<file path="config.mk">
export PLATFORM = sky130hd
export DESIGN_NAME = balanced_digit_decompose_flat
export DESIGN_NICKNAME = d
export VERILOG_FILES = /design/src/hdl/bdd_pkg.sv /design/src/hdl/bdd_stream_if.sv /design/src/hdl/bdd_ctrl.sv /design/src/hdl/bdd_datapath.sv /design/src/hdl/balanced_digit_decompose.sv /design/src/flat_wrapper.sv
export SDC_FILE = /design/constraint.sdc
export NUM_CORES = 1
export LEC_CHECK = 0
export BUFFER_PORTS_ARGS = -buffer_cell sky130_fd_sc_hd__buf_4
export CORE_MARGIN = 1.5
export CORE_UTILIZATION = 65
export CTS_BUF_LIST = sky130_fd_sc_hd__clkbuf_16
export CTS_CLUSTER_SIZE = 24
export DETAILED_ROUTE_END_ITERATION = 8
export GPL_TIMING_DRIVEN = 0
export PLACE_DENSITY = 0.92
export SLEW_MARGIN = 25
export SYNTH_ARGS = -nofsm -noshare
export SYNTH_HDL_FRONTEND = slang
export SYNTH_HIERARCHICAL = 1
export SYNTH_SLANG_ARGS = --single-unit
</file>
<file path="constraint.sdc">
create_clock -name clk -period 20.2 [get_ports clk]
set_input_delay 3.03 -clock clk [delete_from_list [all_inputs] [get_ports clk]]
set_output_delay 3.03 -clock clk [all_outputs]
set_load 0.01 [all_outputs]
</file>
<file path="src/hdl/bdd_pkg.sv">
// ----------------------------------------------------------------------------
// bdd_pkg
// shared constants, register codes and control types for the balanced
// digit decomposition block
// ----------------------------------------------------------------------------
package bdd_pkg;

  // default parameter values
  localparam int COEFF_BITS_DEF = 60;
  localparam int MAX_DIGITS_DEF = 64;

  // fixed field widths
  localparam int DIGIT_IDX_W = 6;
  localparam int SDIGIT_W    = 9;
  localparam int BLOG_W      = 4;
  localparam int DCNT_W      = 7;
  localparam int CFG_IDX_W   = 2;
  localparam int RAW_W       = 8;

  // base_log2 limits
  localparam logic [BLOG_W-1:0] BLOG_MIN = BLOG_W'(1);
  localparam logic [BLOG_W-1:0] BLOG_MAX = BLOG_W'(8);

  // register reset values
  localparam logic [63:0]       MODULUS_RST = 64'h0FFF_FFFF_FFFF_FFFF;
  localparam logic [BLOG_W-1:0] BLOG_RST    = BLOG_W'(1);
  localparam logic [DCNT_W-1:0] DCNT_RST    = DCNT_W'(62);

  // configuration register indexes
  typedef enum logic [CFG_IDX_W-1:0] {
    CFG_MODULUS     = 2'd0,
    CFG_BASE_LOG2   = 2'd1,
    CFG_DIGIT_COUNT = 2'd2
  } cfg_reg_t;

  // controller states
  typedef enum logic {
    ST_IDLE = 1'b0,
    ST_RUN  = 1'b1
  } state_t;

  // controller to datapath commands
  typedef struct packed {
    logic load;
    logic step;
  } bdd_cmd_t;

  // datapath to controller status
  typedef struct packed {
    logic last;
  } bdd_stat_t;

endpackage

</file>
<file path="src/hdl/bdd_stream_if.sv">
// ----------------------------------------------------------------------------
// bdd stream interfaces
// valid/ready channels for coefficients in and digits out
// ----------------------------------------------------------------------------
interface bdd_in_if #(
  parameter int COEFF_BITS = bdd_pkg::COEFF_BITS_DEF
);
  logic                  valid;
  logic                  ready;
  logic [COEFF_BITS-1:0] coefficient;

  modport source (output valid, output coefficient, input ready);
  modport sink   (input valid, input coefficient, output ready);
endinterface

interface bdd_out_if #(
  parameter int COEFF_BITS = bdd_pkg::COEFF_BITS_DEF
);
  logic                                   valid;
  logic                                   ready;
  logic [bdd_pkg::DIGIT_IDX_W-1:0]        digit_index;
  logic signed [bdd_pkg::SDIGIT_W-1:0]    signed_digit;
  logic [COEFF_BITS-1:0]                  digit_mod_q;
  logic                                   last_digit;
  logic                                   overflow;

  modport source (output valid, output digit_index, output signed_digit,
                  output digit_mod_q, output last_digit, output overflow,
                  input ready);
  modport sink   (input valid, input digit_index, input signed_digit,
                  input digit_mod_q, input last_digit, input overflow,
                  output ready);
endinterface

</file>
<file path="src/hdl/bdd_ctrl.sv">
// ----------------------------------------------------------------------------
// bdd_ctrl
// sequencer: takes a coefficient, then steps one digit per free output slot
// ----------------------------------------------------------------------------
module bdd_ctrl (
  input  logic                clk,
  input  logic                rst_n,
  input  logic                in_valid,
  output logic                in_ready,
  output logic                out_valid,
  input  logic                out_ready,
  output bdd_pkg::bdd_cmd_t   cmd,
  input  bdd_pkg::bdd_stat_t  stat
);

  bdd_pkg::state_t state_r, state_nxt;
  logic            out_valid_r, out_valid_nxt;
  logic            slot_free;

  always_ff @(posedge clk) begin
    if (!rst_n) begin
      state_r     <= bdd_pkg::ST_IDLE;
      out_valid_r <= 1'b0;
    end else begin
      state_r     <= state_nxt;
      out_valid_r <= out_valid_nxt;
    end
  end

  assign slot_free = !out_valid_r || out_ready;

  always_comb begin
    state_nxt     = state_r;
    cmd.load      = 1'b0;
    cmd.step      = 1'b0;
    in_ready      = 1'b0;
    out_valid_nxt = out_valid_r && !out_ready;
    unique case (state_r)
      bdd_pkg::ST_IDLE: begin
        in_ready = 1'b1;
        if (in_valid) begin
          cmd.load  = 1'b1;
          state_nxt = bdd_pkg::ST_RUN;
        end
      end
      bdd_pkg::ST_RUN: begin
        if (slot_free) begin
          cmd.step      = 1'b1;
          out_valid_nxt = 1'b1;
          if (stat.last) begin
            // next coefficient may start as the final digit goes out
            in_ready = 1'b1;
            if (in_valid) begin
              cmd.load = 1'b1;
            end else begin
              state_nxt = bdd_pkg::ST_IDLE;
            end
          end
        end
      end
      default: begin
        state_nxt = bdd_pkg::ST_IDLE;
      end
    endcase
  end

  assign out_valid = out_valid_r;

endmodule

</file>
<file path="src/hdl/bdd_datapath.sv">
// ----------------------------------------------------------------------------
// bdd_datapath
// config registers, remaining value, tie toggle, digit counter and the
// output register; one balanced digit per step
// ----------------------------------------------------------------------------
module bdd_datapath #(
  parameter int COEFF_BITS = bdd_pkg::COEFF_BITS_DEF,
  parameter int MAX_DIGITS = bdd_pkg::MAX_DIGITS_DEF
) (
  input  logic                                clk,
  input  logic                                rst_n,
  input  logic                                cfg_we,
  input  logic [bdd_pkg::CFG_IDX_W-1:0]       cfg_index,
  input  logic [COEFF_BITS-1:0]               cfg_data,
  input  logic [COEFF_BITS-1:0]               coefficient,
  input  bdd_pkg::bdd_cmd_t                   cmd,
  output bdd_pkg::bdd_stat_t                  stat,
  output logic [bdd_pkg::DIGIT_IDX_W-1:0]     digit_index,
  output logic signed [bdd_pkg::SDIGIT_W-1:0] signed_digit,
  output logic [COEFF_BITS-1:0]               digit_mod_q,
  output logic                                last_digit,
  output logic                                overflow
);

  localparam int REM_W = COEFF_BITS + 1;
  localparam int CNT_W = $clog2(MAX_DIGITS + 1);
  localparam int SW    = bdd_pkg::SDIGIT_W;
  localparam int RW    = bdd_pkg::RAW_W;

  // configuration registers
  logic [COEFF_BITS-1:0]          modulus_r;
  logic [bdd_pkg::BLOG_W-1:0]     blog_r;
  logic [bdd_pkg::DCNT_W-1:0]     dcnt_r;

  // per-coefficient working state
  logic [REM_W-1:0]               rem_r, rem_nxt;
  logic                           tie_r, tie_nxt;
  logic [CNT_W-1:0]               cnt_r, cnt_nxt;
  logic [bdd_pkg::BLOG_W-1:0]     b_r, b_load;
  logic [CNT_W-1:0]               n_r, n_load;

  // output register
  logic [bdd_pkg::DIGIT_IDX_W-1:0] idx_r;
  logic signed [SW-1:0]            sdig_r;
  logic [COEFF_BITS-1:0]           modq_r;
  logic                            last_r;
  logic                            ovf_r;

  logic [SW-1:0]  base;
  logic [RW-1:0]  raw_mask, half, raw;
  logic [SW-1:0]  mag;
  logic           tie, neg, last;
  logic [SW-1:0]  sdig;
  logic [COEFF_BITS-1:0] modq;

  always_ff @(posedge clk) begin
    if (!rst_n) begin
      modulus_r <= COEFF_BITS'(bdd_pkg::MODULUS_RST);
      blog_r    <= bdd_pkg::BLOG_RST;
      dcnt_r    <= bdd_pkg::DCNT_RST;
    end else if (cfg_we) begin
      unique case (cfg_index)
        bdd_pkg::CFG_MODULUS:     modulus_r <= cfg_data;
        bdd_pkg::CFG_BASE_LOG2:   blog_r    <= bdd_pkg::BLOG_W'(cfg_data);
        bdd_pkg::CFG_DIGIT_COUNT: dcnt_r    <= bdd_pkg::DCNT_W'(cfg_data);
        default: ;
      endcase
    end
  end

  // clamp base_log2 to 1..8 and digit count to 1..MAX_DIGITS at load
  always_comb begin
    if (blog_r < bdd_pkg::BLOG_MIN) begin
      b_load = bdd_pkg::BLOG_MIN;
    end else if (blog_r > bdd_pkg::BLOG_MAX) begin
      b_load = bdd_pkg::BLOG_MAX;
    end else begin
      b_load = blog_r;
    end
    if (dcnt_r == '0) begin
      n_load = CNT_W'(1);
    end else if (32'(dcnt_r) > 32'(MAX_DIGITS)) begin
      n_load = CNT_W'(MAX_DIGITS);
    end else begin
      n_load = CNT_W'(dcnt_r);
    end
  end

  // digit arithmetic
  always_comb begin
    base     = SW'(1) << b_r;
    raw_mask = RW'(base - SW'(1));
    half     = RW'(base >> 1);
    raw      = rem_r[RW-1:0] & raw_mask;
    tie      = (raw == half);
    neg      = (raw > half) || (tie && !tie_r);
    mag      = neg ? (base - SW'(raw)) : SW'(raw);
    sdig     = neg ? (SW'(0) - mag) : mag;
    modq     = neg ? (modulus_r - COEFF_BITS'(mag)) : COEFF_BITS'(mag);
    last     = (cnt_r == n_r - CNT_W'(1));
  end

  always_comb begin
    rem_nxt = rem_r;
    tie_nxt = tie_r;
    cnt_nxt = cnt_r;
    if (cmd.load) begin
      rem_nxt = REM_W'(coefficient);
      tie_nxt = 1'b0;
      cnt_nxt = '0;
    end else if (cmd.step) begin
      rem_nxt = (rem_r >> b_r) + REM_W'(neg);
      tie_nxt = tie_r ^ tie;
      cnt_nxt = cnt_r + CNT_W'(1);
    end
  end

  always_ff @(posedge clk) begin
    if (!rst_n) begin
      rem_r <= '0;
      tie_r <= 1'b0;
      cnt_r <= '0;
      b_r   <= bdd_pkg::BLOG_MIN;
      n_r   <= CNT_W'(1);
    end else begin
      rem_r <= rem_nxt;
      tie_r <= tie_nxt;
      cnt_r <= cnt_nxt;
      if (cmd.load) begin
        b_r <= b_load;
        n_r <= n_load;
      end
    end
  end

  always_ff @(posedge clk) begin
    if (cmd.step) begin
      idx_r  <= bdd_pkg::DIGIT_IDX_W'(cnt_r);
      sdig_r <= sdig;
      modq_r <= modq;
      last_r <= last;
      ovf_r  <= last && (((rem_r >> b_r) + REM_W'(neg)) != '0);
    end
  end

  assign stat.last    = last;
  assign digit_index  = idx_r;
  assign signed_digit = sdig_r;
  assign digit_mod_q  = modq_r;
  assign last_digit   = last_r;
  assign overflow     = ovf_r;

endmodule

</file>
<file path="src/hdl/balanced_digit_decompose.sv">
// ----------------------------------------------------------------------------
// balanced_digit_decompose
// splits each coefficient into balanced base-2^b digits, lsd first, each
// given as a signed digit and as its residue mod q
// ----------------------------------------------------------------------------
//
// channel   dir  payload                                            handshake
// in_ch     in   coefficient                                        valid/ready
// out_ch    out  digit_index, signed_digit, digit_mod_q,            valid/ready
//                last_digit, overflow
// cfg_*     in   cfg_index, cfg_data (modulus, base_log2, count)    cfg_we only
//
// one digit leaves per cycle while out_ch does not stall, and a coefficient
// gives digit_count digits (1..MAX_DIGITS), set by the single-step digit loop
// in the datapath, after a load when the sequencer picks it up from idle
// the next coefficient is taken in the cycle its predecessor's last digit
// is stepped, so items run back to back with no load step between them
// a stall on out_ch holds the output register and freezes the digit loop
// synchronous active-low reset clears the sequencer, output valid, working
// state and loads the configuration reset values
//
module balanced_digit_decompose #(
  parameter int COEFF_BITS = bdd_pkg::COEFF_BITS_DEF,
  parameter int MAX_DIGITS = bdd_pkg::MAX_DIGITS_DEF
) (
  input  logic                          clk,
  input  logic                          rst_n,
  // configuration write port
  input  logic                          cfg_we,
  input  logic [bdd_pkg::CFG_IDX_W-1:0] cfg_index,
  input  logic [COEFF_BITS-1:0]         cfg_data,
  // coefficient items in
  bdd_in_if.sink                        in_ch,
  // digit items out
  bdd_out_if.source                     out_ch
);

  // command and status between sequencer and datapath
  bdd_pkg::bdd_cmd_t  cmd;
  bdd_pkg::bdd_stat_t stat;

  // sequencer: owns the handshakes and the output valid flag
  bdd_ctrl u_ctrl (
    .clk       (clk),
    .rst_n     (rst_n),
    .in_valid  (in_ch.valid),
    .in_ready  (in_ch.ready),
    .out_valid (out_ch.valid),
    .out_ready (out_ch.ready),
    .cmd       (cmd),
    .stat      (stat)
  );

  // datapath: registers, digit arithmetic and output payload
  bdd_datapath #(
    .COEFF_BITS (COEFF_BITS),
    .MAX_DIGITS (MAX_DIGITS)
  ) u_dp (
    .clk          (clk),
    .rst_n        (rst_n),
    .cfg_we       (cfg_we),
    .cfg_index    (cfg_index),
    .cfg_data     (cfg_data),
    .coefficient  (in_ch.coefficient),
    .cmd          (cmd),
    .stat         (stat),
    .digit_index  (out_ch.digit_index),
    .signed_digit (out_ch.signed_digit),
    .digit_mod_q  (out_ch.digit_mod_q),
    .last_digit   (out_ch.last_digit),
    .overflow     (out_ch.overflow)
  );

endmodule
</file>
<file path="src/flat_wrapper.sv">
// flat-port wrapper written by rule: the top's interface ports become plain ports
module balanced_digit_decompose_flat 
#(
  parameter int COEFF_BITS = bdd_pkg::COEFF_BITS_DEF,
  parameter int MAX_DIGITS = bdd_pkg::MAX_DIGITS_DEF
)
  (clk, rst_n, cfg_we, cfg_index, cfg_data, in_ch_valid, in_ch_coefficient, in_ch_ready, out_ch_valid, out_ch_digit_index, out_ch_signed_digit, out_ch_digit_mod_q, out_ch_last_digit, out_ch_overflow, out_ch_ready);
  bdd_in_if #(.COEFF_BITS(COEFF_BITS)) in_ch_i ();
  bdd_out_if #(.COEFF_BITS(COEFF_BITS)) out_ch_i ();
  input  logic clk;
  input  logic rst_n;
  input  logic cfg_we;
  input  logic [bdd_pkg::CFG_IDX_W-1:0] cfg_index;
  input  logic [COEFF_BITS-1:0] cfg_data;
  input wire logic [$bits(in_ch_i.valid)-1:0] in_ch_valid;
  input wire logic [$bits(in_ch_i.coefficient)-1:0] in_ch_coefficient;
  output wire logic [$bits(in_ch_i.ready)-1:0] in_ch_ready;
  output wire logic [$bits(out_ch_i.valid)-1:0] out_ch_valid;
  output wire logic [$bits(out_ch_i.digit_index)-1:0] out_ch_digit_index;
  output wire logic [$bits(out_ch_i.signed_digit)-1:0] out_ch_signed_digit;
  output wire logic [$bits(out_ch_i.digit_mod_q)-1:0] out_ch_digit_mod_q;
  output wire logic [$bits(out_ch_i.last_digit)-1:0] out_ch_last_digit;
  output wire logic [$bits(out_ch_i.overflow)-1:0] out_ch_overflow;
  input wire logic [$bits(out_ch_i.ready)-1:0] out_ch_ready;
  assign in_ch_i.valid = in_ch_valid;
  assign in_ch_i.coefficient = in_ch_coefficient;
  assign in_ch_ready = in_ch_i.ready;
  assign out_ch_valid = out_ch_i.valid;
  assign out_ch_digit_index = out_ch_i.digit_index;
  assign out_ch_signed_digit = out_ch_i.signed_digit;
  assign out_ch_digit_mod_q = out_ch_i.digit_mod_q;
  assign out_ch_last_digit = out_ch_i.last_digit;
  assign out_ch_overflow = out_ch_i.overflow;
  assign out_ch_i.ready = out_ch_ready;
  balanced_digit_decompose #(.COEFF_BITS(COEFF_BITS), .MAX_DIGITS(MAX_DIGITS)) u_core (.clk(clk), .rst_n(rst_n), .cfg_we(cfg_we), .cfg_index(cfg_index), .cfg_data(cfg_data), .in_ch(in_ch_i), .out_ch(out_ch_i));
endmodule
</file>
==> impl_results.md <==
* I/O pin count at slightly above 200
* # Max-Cap Violations at 0
* CP Capture Type: register
* Maximum VDD drop at about 0.093 mV
* Largest net degree at the start of global routing at 32
* Placed insts at approximately 2600
* Synth Flop Type: dfxtp_1
* Setup TNS at 0 ns
* First-pass DRT Iterations at 6
* Final Cycle Share at 62.9%
* Status: finished clean
* Std-Cell Rows at 60
* First-pass GRT wire length at about 110000 um
* Sink count of the clock tree at 230
* Number of setup buffers added after CTS at 0
* Post-CTS resize count at 0
* Synth area leaders: dfxtp_1 (17%), edfxtp_1 (13%), mux2i_1 (5.5%), nand2_1 (5.5%), nor2_1 (5.2%)
* Final Hold Fails at 0
* Max clock buf depth at 3
* Asr flop ratio synth at 0%
* Aggregate global-route resource usage at 51.1%
* Clock buffer count from CTS at 25
* Non-Filler Instances at 2658
* Mapped Cells at 2060
* Antenna violations before repair at 2
* Cell variety after synth at 113
* Worst Setup SP: u_core/u_dp/b_r[3]
* Reg2reg start: u_core/u_dp/b_r[3]
* Critical setup path kind: reg -> reg
* Initial Util at 65.8%
* Rel. slew slack at 21.5%
* Gr ovfl total at 0
* Syn nets at roughly 2200
* Most frequent cells in the layout: nand2_1 (257), nor2_1 (244), buf_4 (214)
* Routed Antenna Nets at 0
* Core Area at 26700 sq um
* Slew @ Worst Pin at 1.18 ns
* CP required at just over 20 ns
* NetSw at 751 uW
* RSZ-0062 raised after global routing: false
* Hold path startpoint: u_core/u_dp/cnt_r[2]
* Clock Latency Late Sink at 0.56 ns
* Ys Warns at 6
* Worst Setup Start Kind: register
* Crit path time final at 12.70 ns
* Crit path top cell by count: clkbuf_1
* Commonest non-fill, non-tap cell in the layout: nand2_1
* Setup-failing EPs final at 0
* Sequential fraction of the synthesis area at a little under a third
* Routed wire per std cell at 27.8 um
* Biggest area consumer among synthesized cells: dfxtp_1
* Pwr dens at 91.8 nW/um^2
* Crit path DAT at 13.00 ns
* DP HPWL at 53900 um
* Power share of the clock group at about a quarter
* Crit Path Max Fanout at 10
* 1st-iter DRT viols at 3698
* Synth-to-Final Area Change at 16.6%
* Slew Viols, Final at 0
* Clk root buf: clkbuf_16
* Final routed DRC violation total at 0
* Layout cells sized above 1 at 17.7%
* Yosys reg bits at 230
* Placer congestion estimate at 1.09
* Die X at approximately 170 um
* Post-Syn Area per Cell at ~8.5 sq um
* PortBufs at 205
* CTS tree: done
* Post-synth EDFFs at 77
* Placed Area at 19600 sq um
* Gate power share at 40.4%
* Fmax achieved at 78.7 MHz
* Worst Skew at 0.0260 ns
* Pleak at 7.78 nW
* Share of the synthesized area in the top cell type at 17.4%
* Overall routed net length at about 74000 um
* Seq pwr share at 33.6%
* CTS H-tree lvls at 1
* Post-Synthesis Cell Area at 17600 sq um
* Cell Int Power at approximately 1.1 mW
* Die H at 167 um
* Final Cell Area at 20500 sq um
* Vias per cell at 7.34
* Hold-fix buffers at CTS at 0
* Die area at 28000 sq um
* Worst-path clk slew at ~0.070 ns
* Fin nets at around 2500
* Sw Ratio at roughly 40%
* Via count at 19517
* Hold Crit Class: reg -> reg
* Vias in the first global route at around 18000
* Slowest cell delay on critical path at 0.85 ns
* Slowest cell on crit path: nor3_1
## synth_stat cells, drive strengths merged, types with 9 or more instances
| cell | count |
|---|---|
| buf | 54 |
| xnor2 | 75 |
| mux4 | 48 |
| a21oi | 120 |
| mux2i | 97 |
| nor4 | 30 |
| and3 | 9 |
| nand2b | 20 |
| a211oi | 36 |
| and2 | 27 |
| dfxtp | 153 |
| a311oi | 9 |
| mux2 | 32 |
| nand4 | 23 |
| xor2 | 49 |
| nor3 | 38 |
| edfxtp | 77 |
| o22ai | 15 |
| o21a | 9 |
| nor4b | 9 |
| nor2b | 13 |
| nor2 | 244 |
| a21boi | 12 |
| inv | 39 |
| o211ai | 30 |
| a21o | 15 |
| or3 | 36 |
| a22oi | 15 |
| clkbuf | 87 |
| or4 | 19 |
| or2 | 15 |
| o21ai | 87 |
| nand3 | 95 |
| nand2 | 258 |
| ha | 24 |
## cell families (layout without fill, tap and decap cells)
group,count (synthesis),count (layout),synth area share (%)
simple gates,875,875,24.4
compound gates,448,448,17.5
flops,230,230,30.6
buf+inv,180,436,5.25
mux,177,177,14.1
xor+xnor,124,124,6.18
fa+ha+maj,26,26,1.89
other cells,0,1,0
## critical path, delay by kind of cell, from the launching register on
family          cells  cell delay (ns)
buf+inv            15             6.54
simple gates        9             3.32
fa+ha+maj           3             1.00
compound gates      3             1.00
flops               1             0.31
mux                 1             0.22
## routing by layer
| layer | global-route usage (%) | routed length [um] |
|---|---|---|
| met1 | 64.9 | 25600 |
| met2 | 76.1 | 31100 |
| met3 | 16.5 | 11700 |
| met4 | 30.8 | 5450 |
| met5 | 0 | 0 |
## power by group through the flow
stage | clock [mW] | combinational, mW | sequential [mW]
4_1_cts | 0.484 | 0.721 | 0.627
3_5_place_dp | 0 | 0.705 | 0.636
5_1_grt | 0.501 | 0.792 | 0.635
6_report | 0.488 | 0.760 | 0.633
3_3_place_gp | 0 | 0.680 | 0.635
2_1_floorplan | 0 | 0.437 | 0.633
## area by class of cell
| type | instances | area, sq um |
|---|---|---|
| Antenna cell | 1 | 2.50 |
| Timing Repair Buffer | 211 | 1620 |
| Multi-Input combinational cell | 1650 | 11300 |
| Clock buffer | 25 | 626 |
| Clock inverter | 20 | 216 |
| Sequential cell | 230 | 5380 |
| Inverter | 39 | 146 |
| Buffer | 141 | 778 |
| Tap cell | 341 | 427 |
| Fill cell | 1797 | 6230 |
## final timing paths
check,to,slack [ns],cells past startpoint
min reg2reg,u_core/u_dp/digit_index[2],0.45,0
max reg2reg,u_core/u_dp/overflow,7.50,31
max,u_core/u_dp/overflow,7.50,31
min,u_core/u_dp/digit_index[2],0.45,0
## registers in the layout, indices dropped and copies added, names as in the netlist, 4 cells and up
name                      flops
u_core/u_dp/signed_digit      9
u_core/u_dp/rem_r            61
u_core/u_dp/cnt_r             7
u_core/u_dp/b_r               4
u_core/u_dp/digit_mod_q      60
u_core/u_dp/modulus_r        60
u_core/u_dp/blog_r            4
u_core/u_dp/digit_index       6
u_core/u_dp/n_r               7
u_core/u_dp/dcnt_r            7
## metrics by stage
| step | setup slack [ns] | total power, mW | hold WS (ns) | util [%] |
|---|---|---|---|---|
| finish | 7.50 | 1.88 | 0.451 | 76.7 |
| global placement | 8.47 | 1.31 | 0.418 | 73.1 |
| CTS | 8.43 | 1.83 | 0.443 | 76.7 |
| global route | 7.44 | 1.93 | 0.454 | 76.7 |
| detailed placement | 8.51 | 1.34 | 0.430 | 73.5 |
| floorplan | 12.16 | 1.07 | 0.406 | - |
(Power assumes the default switching activity.)
